File: config.mk
export PLATFORM = sky130hd
export DESIGN_NAME = fp32_to_fp8_scaled_quantizer
export DESIGN_NICKNAME = d
export VERILOG_FILES = /design/src/hw/rtl/f8q_pkg.sv /design/src/hw/rtl/fp32_to_fp8_scaled_quantizer.sv
export SDC_FILE = /design/constraint.sdc
export NUM_CORES = 2
export LEC_CHECK = 0
export BUFFER_PORTS_ARGS = -buffer_cell sky130_fd_sc_hd__buf_2
export CORE_ASPECT_RATIO = 1.1
export CORE_MARGIN = 1.5
export CORE_UTILIZATION = 65
export DETAILED_ROUTE_END_ITERATION = 16
export PLACE_DENSITY = 0.83
export REMOVE_ABC_BUFFERS = 1
export SLEW_MARGIN = 25
export SYNTH_ARGS = -nofsm -noshare
export SYNTH_HDL_FRONTEND = slang
export SYNTH_SLANG_ARGS = --single-unit
File: constraint.sdc
create_clock -name clk -period 9.88 [get_ports clk]
set_input_delay 0 -clock clk [delete_from_list [all_inputs] [get_ports clk]]
set_output_delay 0 -clock clk [all_outputs]
set_load 0.005 [all_outputs]
File: src/hw/rtl/f8q_pkg.sv
`timescale 1ns / 1ps
// ----------------------------------------------------------------------------
// Scaled quantizer package
// Shared constants and helpers for the FP32 to FP8 quantizer.
// ----------------------------------------------------------------------------
package f8q_pkg;

    localparam logic [31:0] QNAN_DEFAULT  = 32'h7FC0_0000;
    localparam logic [31:0] E4M3_MAX_BITS = 32'h43E0_0000;
    localparam logic [31:0] E5M2_MAX_BITS = 32'h4760_0000;
    localparam logic [31:0] SCALE_RESET   = 32'h3F80_0000;

    localparam logic [1:0] ADDR_SCALE  = 2'd0;
    localparam logic [1:0] ADDR_FORMAT = 2'd1;

    typedef enum logic
    {
        FMT_E4M3 = 1'b0,
        FMT_E5M2 = 1'b1
    } fmt_t;

    // Leading zero count of a 23-bit subnormal mantissa field (nonzero input).
    function automatic logic [4:0] lzc23(input logic [22:0] m);
        logic [4:0] n;
        logic       found;
        n = 5'd23;
        found = 1'b0;
        for (int i = 22; i >= 0; i--)
        begin
            if (!found && m[i])
            begin
                n = 5'(22 - i);
                found = 1'b1;
            end
        end
        return n;
    endfunction

endpackage

File: src/hw/rtl/fp32_to_fp8_scaled_quantizer.sv
`timescale 1ns / 1ps
// ----------------------------------------------------------------------------
// FP32 to FP8 scaled quantizer
// Multiplies each binary32 value by a configured inverse scale and emits an
// E4M3 or E5M2 byte.
// ----------------------------------------------------------------------------
// Usage:
//   The input stream (s_axis_*) carries one binary32 value per request in
//   s_axis_tdata. The output stream (m_axis_*) carries one FP8 code per
//   request in the low byte of m_axis_tdata. Every input gives one output.
//   The APB port writes inverse_scale at address 0 and format_select at
//   address 4; write them only while the stream is idle.
//   Each request is registered at every stage on its way to m_axis_tvalid.
//   The pipeline takes one request per cycle unless a receiver stall reaches
//   the first stage; the 24x24 mantissa multiply in stage two and the
//   normalizing shift in stage three set the stage depth. When the receiver
//   stalls, stages behind a full stage hold, bubbles fill, and s_axis_tready
//   falls only where a bubble cannot absorb the request, so nothing is lost or repeated.
//   Reset empties the pipeline and restores inverse_scale to 1.0 and the
//   format to E4M3.
// ----------------------------------------------------------------------------
module fp32_to_fp8_scaled_quantizer
(
    input  logic        clk,
    input  logic        rst_n,
    input  logic        psel,
    input  logic        penable,
    input  logic        pwrite,
    input  logic [2:0]  paddr,
    input  logic [31:0] pwdata,
    output logic [31:0] prdata,
    output logic        pready,
    input  logic        s_axis_tvalid,
    output logic        s_axis_tready,
    input  logic [31:0] s_axis_tdata,   // [31:0] value_bits
    output logic        m_axis_tvalid,
    input  logic        m_axis_tready,
    output logic [7:0]  m_axis_tdata    // [7:0] fp8_code
);
    import f8q_pkg::*;

    logic [31:0] scale_reg;
    fmt_t        fmt_reg;

    assign pready = 1'b1;

    always_ff @(posedge clk or negedge rst_n)
    begin
        if (!rst_n)
        begin
            scale_reg <= SCALE_RESET;
            fmt_reg   <= FMT_E4M3;
        end
        else if (psel && penable && pwrite)
        begin
            if ({1'b0, paddr[2]} == ADDR_SCALE)
                scale_reg <= pwdata;
            else if ({1'b0, paddr[2]} == ADDR_FORMAT)
                fmt_reg <= fmt_t'(pwdata[0]);
        end
    end

    always_comb
    begin
        prdata = '0;
        if ({1'b0, paddr[2]} == ADDR_SCALE)
            prdata = scale_reg;
        else if ({1'b0, paddr[2]} == ADDR_FORMAT)
            prdata = {31'd0, fmt_reg};
    end

    // Pipeline valid bits; stage k advances when the stage after it frees up.
    logic [4:0] vld_reg;
    logic [4:0] adv;

    assign adv[4] = !vld_reg[4] || m_axis_tready;
    assign adv[3] = !vld_reg[3] || adv[4];
    assign adv[2] = !vld_reg[2] || adv[3];
    assign adv[1] = !vld_reg[1] || adv[2];
    assign adv[0] = !vld_reg[0] || adv[1];
    assign s_axis_tready = adv[0];

    always_ff @(posedge clk or negedge rst_n)
    begin
        if (!rst_n)
            vld_reg <= '0;
        else
        begin
            if (adv[0]) vld_reg[0] <= s_axis_tvalid;
            for (int k = 1; k < 5; k++)
                if (adv[k]) vld_reg[k] <= vld_reg[k-1];
        end
    end

    // ---------------- Stage 1: classify and unpack operands ----------------
    logic [31:0] a_in;
    logic [30:0] aa, ab;
    logic        sp_next;
    logic [31:0] spv_next;
    logic [4:0]  lza, lzb;

    assign a_in = s_axis_tdata;
    assign aa = a_in[30:0];
    assign ab = scale_reg[30:0];
    assign lza = lzc23(aa[22:0]);
    assign lzb = lzc23(ab[22:0]);

    always_comb
    begin
        sp_next  = 1'b1;
        spv_next = '0;
        if (aa > 31'h7F80_0000)
            spv_next = a_in | 32'h0040_0000;
        else if (ab > 31'h7F80_0000)
            spv_next = scale_reg | 32'h0040_0000;
        else if ((aa == 31'h7F80_0000 && ab == 31'd0) ||
                 (ab == 31'h7F80_0000 && aa == 31'd0))
            spv_next = QNAN_DEFAULT;
        else if (aa == 31'h7F80_0000 || ab == 31'h7F80_0000)
            spv_next = {a_in[31] ^ scale_reg[31], 31'h7F80_0000};
        else if (aa == 31'd0 || ab == 31'd0)
            spv_next = {a_in[31] ^ scale_reg[31], 31'd0};
        else
            sp_next = 1'b0;
    end

    logic        s1_sp_reg, s1_sign_reg;
    logic [31:0] s1_spv_reg;
    logic [9:0]  s1_e_reg;          // signed ea + eb - 127
    logic [23:0] s1_ma_reg, s1_mb_reg;
    fmt_t        s1_fmt_reg;

    logic signed [9:0] ea_s, eb_s;
    logic [23:0] ma_n, mb_n;

    always_comb
    begin
        if (aa[30:23] != 8'd0)
        begin
            ea_s = 10'(aa[30:23]);
            ma_n = {1'b1, aa[22:0]};
        end
        else
        begin
            ea_s = 10'sd1 - 10'(lza) - 10'sd1;
            ma_n = {aa[22:0], 1'b0} << lza;
        end
        if (ab[30:23] != 8'd0)
        begin
            eb_s = 10'(ab[30:23]);
            mb_n = {1'b1, ab[22:0]};
        end
        else
        begin
            eb_s = 10'sd1 - 10'(lzb) - 10'sd1;
            mb_n = {ab[22:0], 1'b0} << lzb;
        end
    end

    always_ff @(posedge clk)
    begin
        if (adv[0])
        begin
            s1_sp_reg   <= sp_next;
            s1_spv_reg  <= spv_next;
            s1_sign_reg <= a_in[31] ^ scale_reg[31];
            s1_e_reg    <= ea_s + eb_s - 10'sd127;
            s1_ma_reg   <= ma_n;
            s1_mb_reg   <= mb_n;
            s1_fmt_reg  <= fmt_reg;
        end
    end

    // ---------------- Stage 2: mantissa product ----------------
    logic        s2_sp_reg, s2_sign_reg;
    logic [31:0] s2_spv_reg;
    logic [9:0]  s2_e_reg;
    logic [47:0] s2_p_reg;
    fmt_t        s2_fmt_reg;

    always_ff @(posedge clk)
    begin
        if (adv[1])
        begin
            s2_sp_reg   <= s1_sp_reg;
            s2_spv_reg  <= s1_spv_reg;
            s2_sign_reg <= s1_sign_reg;
            s2_e_reg    <= s1_e_reg;
            s2_p_reg    <= s1_ma_reg * s1_mb_reg;
            s2_fmt_reg  <= s1_fmt_reg;
        end
    end

    // ---------------- Stage 3: normalize and round the product ----------------
    logic signed [9:0] e2;
    logic [47:0] pn;
    logic [6:0]  sh;
    logic [48:0] ext;
    logic [24:0] keep;
    logic        rnd, sticky;
    logic [31:0] prod;
    logic signed [10:0] ef;

    always_comb
    begin
        if (s2_p_reg[47])
        begin
            e2 = $signed(s2_e_reg) + 10'sd1;
            pn = s2_p_reg;
        end
        else
        begin
            e2 = $signed(s2_e_reg);
            pn = {s2_p_reg[46:0], 1'b0};
        end
        if (e2 >= 10'sd1)
            sh = 7'd24;
        else if (e2 > -10'sd40)
            sh = 7'(10'sd25 - e2);
        else
            sh = 7'd64;
        ext = '0;
        if (sh >= 7'd64)
        begin
            keep = '0;
            rnd = 1'b0;
        end
        else
        begin
            ext = {pn, 1'b0} >> sh;
            keep = ext[25:1];
            rnd = ext[0];
        end
        sticky = (sh >= 7'd64) ? 1'b1
               : ((pn & ((48'd1 << (sh - 7'd1)) - 48'd1)) != 48'd0);
        if (rnd && (sticky || keep[0]))
            keep = keep + 25'd1;
        ef = 11'(e2);
        if (e2 >= 10'sd1)
        begin
            if (keep[24])
            begin
                keep = keep >> 1;
                ef = ef + 11'sd1;
            end
            if (ef >= 11'sd255)
                prod = {s2_sign_reg, 31'h7F80_0000};
            else
                prod = {s2_sign_reg, ef[7:0], keep[22:0]};
        end
        else
            prod = {s2_sign_reg, 7'd0, keep[23:0]};
        if (s2_sp_reg)
            prod = s2_spv_reg;
    end

    logic [31:0] s3_r_reg;
    fmt_t        s3_fmt_reg;

    always_ff @(posedge clk)
    begin
        if (adv[2])
        begin
            s3_r_reg   <= prod;
            s3_fmt_reg <= s2_fmt_reg;
        end
    end

    // ---------------- Stage 4: clamp and find the FP8 exponent ----------------
    logic [30:0] mag;
    logic [31:0] maxb;

    always_comb
    begin
        maxb = (s3_fmt_reg == FMT_E4M3) ? E4M3_MAX_BITS : E5M2_MAX_BITS;
        mag = s3_r_reg[30:0];
        if (mag <= 31'h7F80_0000 && mag > maxb[30:0])
            mag = maxb[30:0];
    end

    logic        s4_zero_reg, s4_sign_reg;
    logic [30:0] s4_mag_reg;
    logic signed [9:0] s4_ne_reg;
    fmt_t        s4_fmt_reg;

    always_ff @(posedge clk)
    begin
        if (adv[3])
        begin
            s4_zero_reg <= (s3_r_reg[30:0] == 31'd0);
            s4_sign_reg <= s3_r_reg[31];
            s4_mag_reg  <= mag;
            s4_ne_reg   <= 10'(mag[30:23]) - 10'sd127
                         + ((s3_fmt_reg == FMT_E4M3) ? 10'sd7 : 10'sd15);
            s4_fmt_reg  <= s3_fmt_reg;
        end
    end

    // ---------------- Stage 5: FP8 rounding and packing ----------------
    logic [22:0] mant;
    logic [23:0] dm;
    logic [3:0]  mbv, mlim;
    logic        r8, st8;
    logic signed [9:0] ne, emax;
    logic [7:0]  code;

    always_comb
    begin
        mant = s4_mag_reg[22:0];
        ne = s4_ne_reg;
        dm = '0;
        mbv = '0;
        r8 = 1'b0;
        st8 = 1'b0;
        if (s4_fmt_reg == FMT_E4M3)
        begin
            emax = 10'sd15;
            mlim = 4'd7;
        end
        else
        begin
            emax = 10'sd31;
            mlim = 4'd3;
        end
        code = '0;
        if (s4_zero_reg)
            code = '0;
        else if (ne <= 10'sd0)
        begin
            if (s4_fmt_reg == FMT_E4M3 ? (ne < -10'sd3) : (ne < -10'sd2))
                code = {s4_sign_reg, 7'd0};
            else
            begin
                dm = {1'b1, mant} >> (10'sd1 - ne);
                if (s4_fmt_reg == FMT_E4M3)
                    code = {s4_sign_reg, 4'd0, dm[22:20]};
                else
                    code = {s4_sign_reg, 5'd0, dm[22:21]};
            end
        end
        else
        begin
            if (ne > emax) ne = emax;
            if (s4_fmt_reg == FMT_E4M3)
            begin
                mbv = {1'b0, mant[22:20]};
                r8 = mant[19];
                st8 = mant[18:0] != 19'd0;
            end
            else
            begin
                mbv = {2'b00, mant[22:21]};
                r8 = mant[20];
                st8 = mant[19:0] != 20'd0;
            end
            if (r8 && (st8 || mbv[0]))
            begin
                mbv = mbv + 4'd1;
                if (mbv > mlim)
                begin
                    mbv = '0;
                    ne = ne + 10'sd1;
                    if (ne > emax)
                    begin
                        ne = emax;
                        mbv = (s4_fmt_reg == FMT_E4M3) ? 4'd6 : 4'd2;
                    end
                end
            end
            if (s4_fmt_reg == FMT_E4M3)
                code = {s4_sign_reg, ne[3:0], mbv[2:0]};
            else
                code = {s4_sign_reg, ne[4:0], mbv[1:0]};
        end
    end

    logic [7:0] out_reg;

    always_ff @(posedge clk)
    begin
        if (adv[4])
            out_reg <= code;
    end

    assign m_axis_tvalid = vld_reg[4];
    assign m_axis_tdata  = out_reg;

`ifndef SYNTHESIS
    a_stall_holds: assert property (@(posedge clk) disable iff (!rst_n)
        m_axis_tvalid && !m_axis_tready |=> m_axis_tvalid && $stable(m_axis_tdata))
        else $error("output changed during stall");
    a_full_backpressure: assert property (@(posedge clk) disable iff (!rst_n)
        (vld_reg == 5'b11111) && !m_axis_tready |-> !s_axis_tready)
        else $error("accepted a request into a full pipeline");
    a_bubble_ready: assert property (@(posedge clk) disable iff (!rst_n)
        !vld_reg[0] |-> s_axis_tready)
        else $error("stalled with an empty first stage");
    a_zero_code: assert property (@(posedge clk) disable iff (!rst_n)
        vld_reg[3] && s4_zero_reg && adv[4] |=> m_axis_tdata == 8'd0)
        else $error("zero product did not give zero code");
`endif

endmodule

==> results summary <==
The run finished with clean final reports. The clock sink count came out at 301. The worst min-delay path startpoint is s_axis_tdata[24]. The distinct cell type count after synthesis came out at 116. The number of buffers created by CTS is 34. For this run, the top clock speed supported by timing is 109 MHz. The critical path data arrival time is 9570 ps. The mean area per synthesized cell came out at 8.91 sq um. The final count of negative-setup-slack endpoints is 0. The flip-flop count of the largest register after layout came out at 48. Once routing completed, OpenROAD measured the worst setup slack at 681 ps. The fraction of the core area covered by cells at the end of the flow came out at 71.7%.

Cells with a size suffix above 1 make up 10.3% of the layout. The setup slack of the worst register-to-register path is 680 ps. The clock insertion delay at the later pin of the skew report came out at 580 ps. After clock tree synthesis, the clock-pin slew on the worst setup and hold paths is 70 ps. In this run, the number of DRC markers left after iteration 0 of detailed routing was 4816. The initial antenna violation count came out at 4. The gate count of the mapped netlist came out at 4651. The global routing usage on met2 came out at 70.4%. After routing the design area is 0.0449 sq mm. The leftover overflow at the end of global routing came out at 0.

The count of instances resized after the clock tree is built is 0. Global routing used 44.8% of the available tracks across all layers. Global routing consumed, on the met1 layer, 56.0% of the routing resources. The total cell area at the placement stage is 0.0431 sq mm.

The total core area came out at 0.0627 sq mm. The number of remaining DRC errors came out at 0. The synthesis-to-layout area growth is 8.40%.

The number of cells on the worst reg-to-reg path is 26. The first-pass GRT wire length came out at 221000 um. The layout net count is 5516. The vias per cell is 6.74.

The synthesized flop and latch total came out at 301. The wire length reported by the detailed router is 146000 um. The buffer depth of the longest clock path came out at 3. The count of warnings emitted by yosys came out at 0.

The worst hold path terminates at s1_e_reg[1]$_DFFE_PP_. The floorplan step set the die width to 244 um. The quantity of I/O buffers inserted on ports is 113. The worst register-to-register path ends at s2_p_reg[46]$_DFFE_PP_. The remaining max-slew budget at the tightest pin is 23.7%. The floorplan die area is 0.0653 sq mm. The total count of hold-check failures in the final report is 0.

The dominant synthesized flop cell is sky130_fd_sc_hd__edfxtp_1. The hold path depth is 4. Counting the fill cells in the layout gives 4572. The average detailed-routed wire length per instance came out at 26.1 um.

Once the clock tree was built, the setup fixing pass inserted 0 buffers. The tree is rooted in a sky130_fd_sc_hd__clkbuf_16. The worst hold margin is 50.4 ps. After legalization and detailed placement, the total HPWL measured 111000 um. For this run, the detailed router's first-pass iteration total came to 9. In this run, post-CTS hold repair placed 60 buffers. At the worst endpoint, the required time is 10250 ps. Timing analysis after detailed placement gives a worst setup slack of 949 ps.

By instance count, the cell type seen most on the critical path is sky130_fd_sc_hd__fa_1. The count of max-cap constraint violations came out at 0. The post-detailed-route count of antenna-violating nets came out at 0.

The number of global-route vias before repair is 37400. In the finished design, the share of the clock period the worst path needs comes to 93.1%. The longest individual stage delay on the worst path is 850 ps. The largest clock skew in the final design came out at 41.4 ps.

At the end of routability-driven placement, the weighted congestion stood at 1.11. Row generation in the floorplan step produced 96 rows. STA classifies the critical path endpoint as a register. The H-tree level count is 2.

The final critical path time including I/O delays and setup is 9200 ps. The CTS tree is done. The global-route layer with the greatest usage is met2.

The count of flip-flops with a built-in enable after synthesis is 263. The worst setup path is of the reg -> reg kind. The pin slew with the least headroom to its limit is 1140 ps. In this run the critical register-to-register path is launched from s1_mb_reg[9]$_DFFE_PP_. The register area share after synthesis came out at 21.4%. Counting flops with an async set or reset pin after synthesis yields a share of 12.6%. The maximum fanout count along the critical path is 24. The starting utilization of the core area came out at 66.1%.

The slowest stage of the critical path is the sky130_fd_sc_hd__edfxtp_1 cell. The y dimension of the die is 268 um. Entering global routing, the biggest net connects 73 pins.

STA classifies the critical path startpoint as a register. The min-delay analysis places its worst path in the category in -> reg. The number of pins exceeding their max-slew limit in the final report is 0. The number of top-level design ports came out at 117. For met3 alone, demand over resource in global routing was 9.35%. The post-synthesis instance area is 0.0415 sq mm. The vias after detailed routing came out at 37800. Setup repair after global routing left no endpoint under its margin.
## area by class of cell
class | instances | area [sq um] | area share [%]
Multi-Input combinational cell | 3529 | 29500 | 65.6
Sequential cell | 301 | 8860 | 19.7
Timing Repair Buffer | 321 | 2320 | 5.15
Inverter | 555 | 2080 | 4.64
Tap cell | 833 | 1040 | 2.32
Clock buffer | 36 | 858 | 1.91
Clock inverter | 26 | 289 | 0.643
Antenna cell | 3 | 7.51 | 0.0167
## cell usage after synthesis, types with 29 or more instances
| master | count | share of area [%] |
|---|---|---|
| sky130_fd_sc_hd__nor2b_1 | 45 | 0.68 |
| sky130_fd_sc_hd__a21o_1 | 43 | 0.78 |
| sky130_fd_sc_hd__fa_1 | 483 | 23 |
| sky130_fd_sc_hd__nor4_1 | 43 | 0.65 |
| sky130_fd_sc_hd__clkbuf_1 | 209 | 1.9 |
| sky130_fd_sc_hd__a211oi_1 | 42 | 0.76 |
| sky130_fd_sc_hd__inv_1 | 551 | 5.0 |
| sky130_fd_sc_hd__o21ai_0 | 157 | 1.9 |
| sky130_fd_sc_hd__dfrtp_1 | 31 | 1.9 |
| sky130_fd_sc_hd__nand4_1 | 37 | 0.56 |
| sky130_fd_sc_hd__a31oi_1 | 40 | 0.60 |
| sky130_fd_sc_hd__edfxtp_1 | 263 | 19 |
| sky130_fd_sc_hd__nor2_1 | 255 | 2.3 |
| sky130_fd_sc_hd__nor3_1 | 75 | 0.91 |
| sky130_fd_sc_hd__nand3_1 | 103 | 1.2 |
| sky130_fd_sc_hd__o211ai_1 | 29 | 0.53 |
| sky130_fd_sc_hd__xor2_1 | 34 | 0.72 |
| sky130_fd_sc_hd__ha_1 | 217 | 6.5 |
| sky130_fd_sc_hd__a21oi_1 | 201 | 2.4 |
| sky130_fd_sc_hd__mux2i_1 | 119 | 2.9 |
| sky130_fd_sc_hd__and2_1 | 230 | 3.5 |
| sky130_fd_sc_hd__mux2_2 | 71 | 1.9 |
| sky130_fd_sc_hd__nand2_1 | 700 | 6.3 |
| sky130_fd_sc_hd__xnor2_1 | 83 | 1.8 |
## cells by family (layout without fill, tap and decap cells)
family,after synthesis,in the layout,share of synthesized area (%)
AOI/OAI and AO/OA,863,863,14.5
and+or+nand+nor,1650,1650,19.0
buffers and inverters,823,938,7.74
xor gates and xnor gates,119,119,2.58
DFF,301,301,21.4
other,1,6,0.00904
adders and majority gates,700,700,29.9
muxes,194,194,4.96
## placed cells by master, fill, tap and decap left out, drive strengths merged, types with 61 or more instances in the layout
cell type and instances:
o21ai 170, nor2 260, and2 230, xnor2 84
mux2i 119, fa 483, nor3 75, dlygate4sd3 61
buf 260, mux2 74, ha 217, nand3 103
a21oi 203, inv 556, nand2 701, edfxtp 263
## layer usage
metal | vias up | wire length [um]
li1 | 16000 | -
met1 | 18200 | 51500
met2 | 2777 | 65900
met3 | 745 | 16800
met4 | 6 | 12100
met5 | - | 25
## critical path, delay by kind of cell (launching register included)
family          cells  cell delay (ps)
fa+ha+maj           8             3690
flops               1              850
compound gates     11             3010
simple gates        4             1260
buf+inv             3              190
## how the worst max path moves through the flow
stage | start | to | slack [ps] | cells after the start
finish | s1_mb_reg[9]$_DFFE_PP_ | s2_p_reg[46]$_DFFE_PP_ | 680 | 26
global route | s1_ma_reg[9]$_DFFE_PP_ | s2_p_reg[46]$_DFFE_PP_ | 250 | 28
CTS | s1_mb_reg[9]$_DFFE_PP_ | s2_p_reg[46]$_DFFE_PP_ | 860 | 26
detailed placement | s1_mb_reg[9]$_DFFE_PP_ | s2_p_reg[46]$_DFFE_PP_ | 950 | 26
global placement | s1_mb_reg[9]$_DFFE_PP_ | s2_p_reg[46]$_DFFE_PP_ | 1130 | 26
floorplan | s2_p_reg[47]$_DFFE_PP_ | s3_r_reg[0]$_DFFE_PP_ | -2020 | 19
## through the flow
stage / std cells / TNS, ps
global placement: 5475 / 0
floorplan: 4385 / -55130
CTS: 5598 / 0
global route: 5602 / 0
detailed placement: 5476 / 0
finish: 5604 / 0
Power is not shown: default switching activity piles up to over one toggle a cycle in this logic, so the estimate is an artifact.
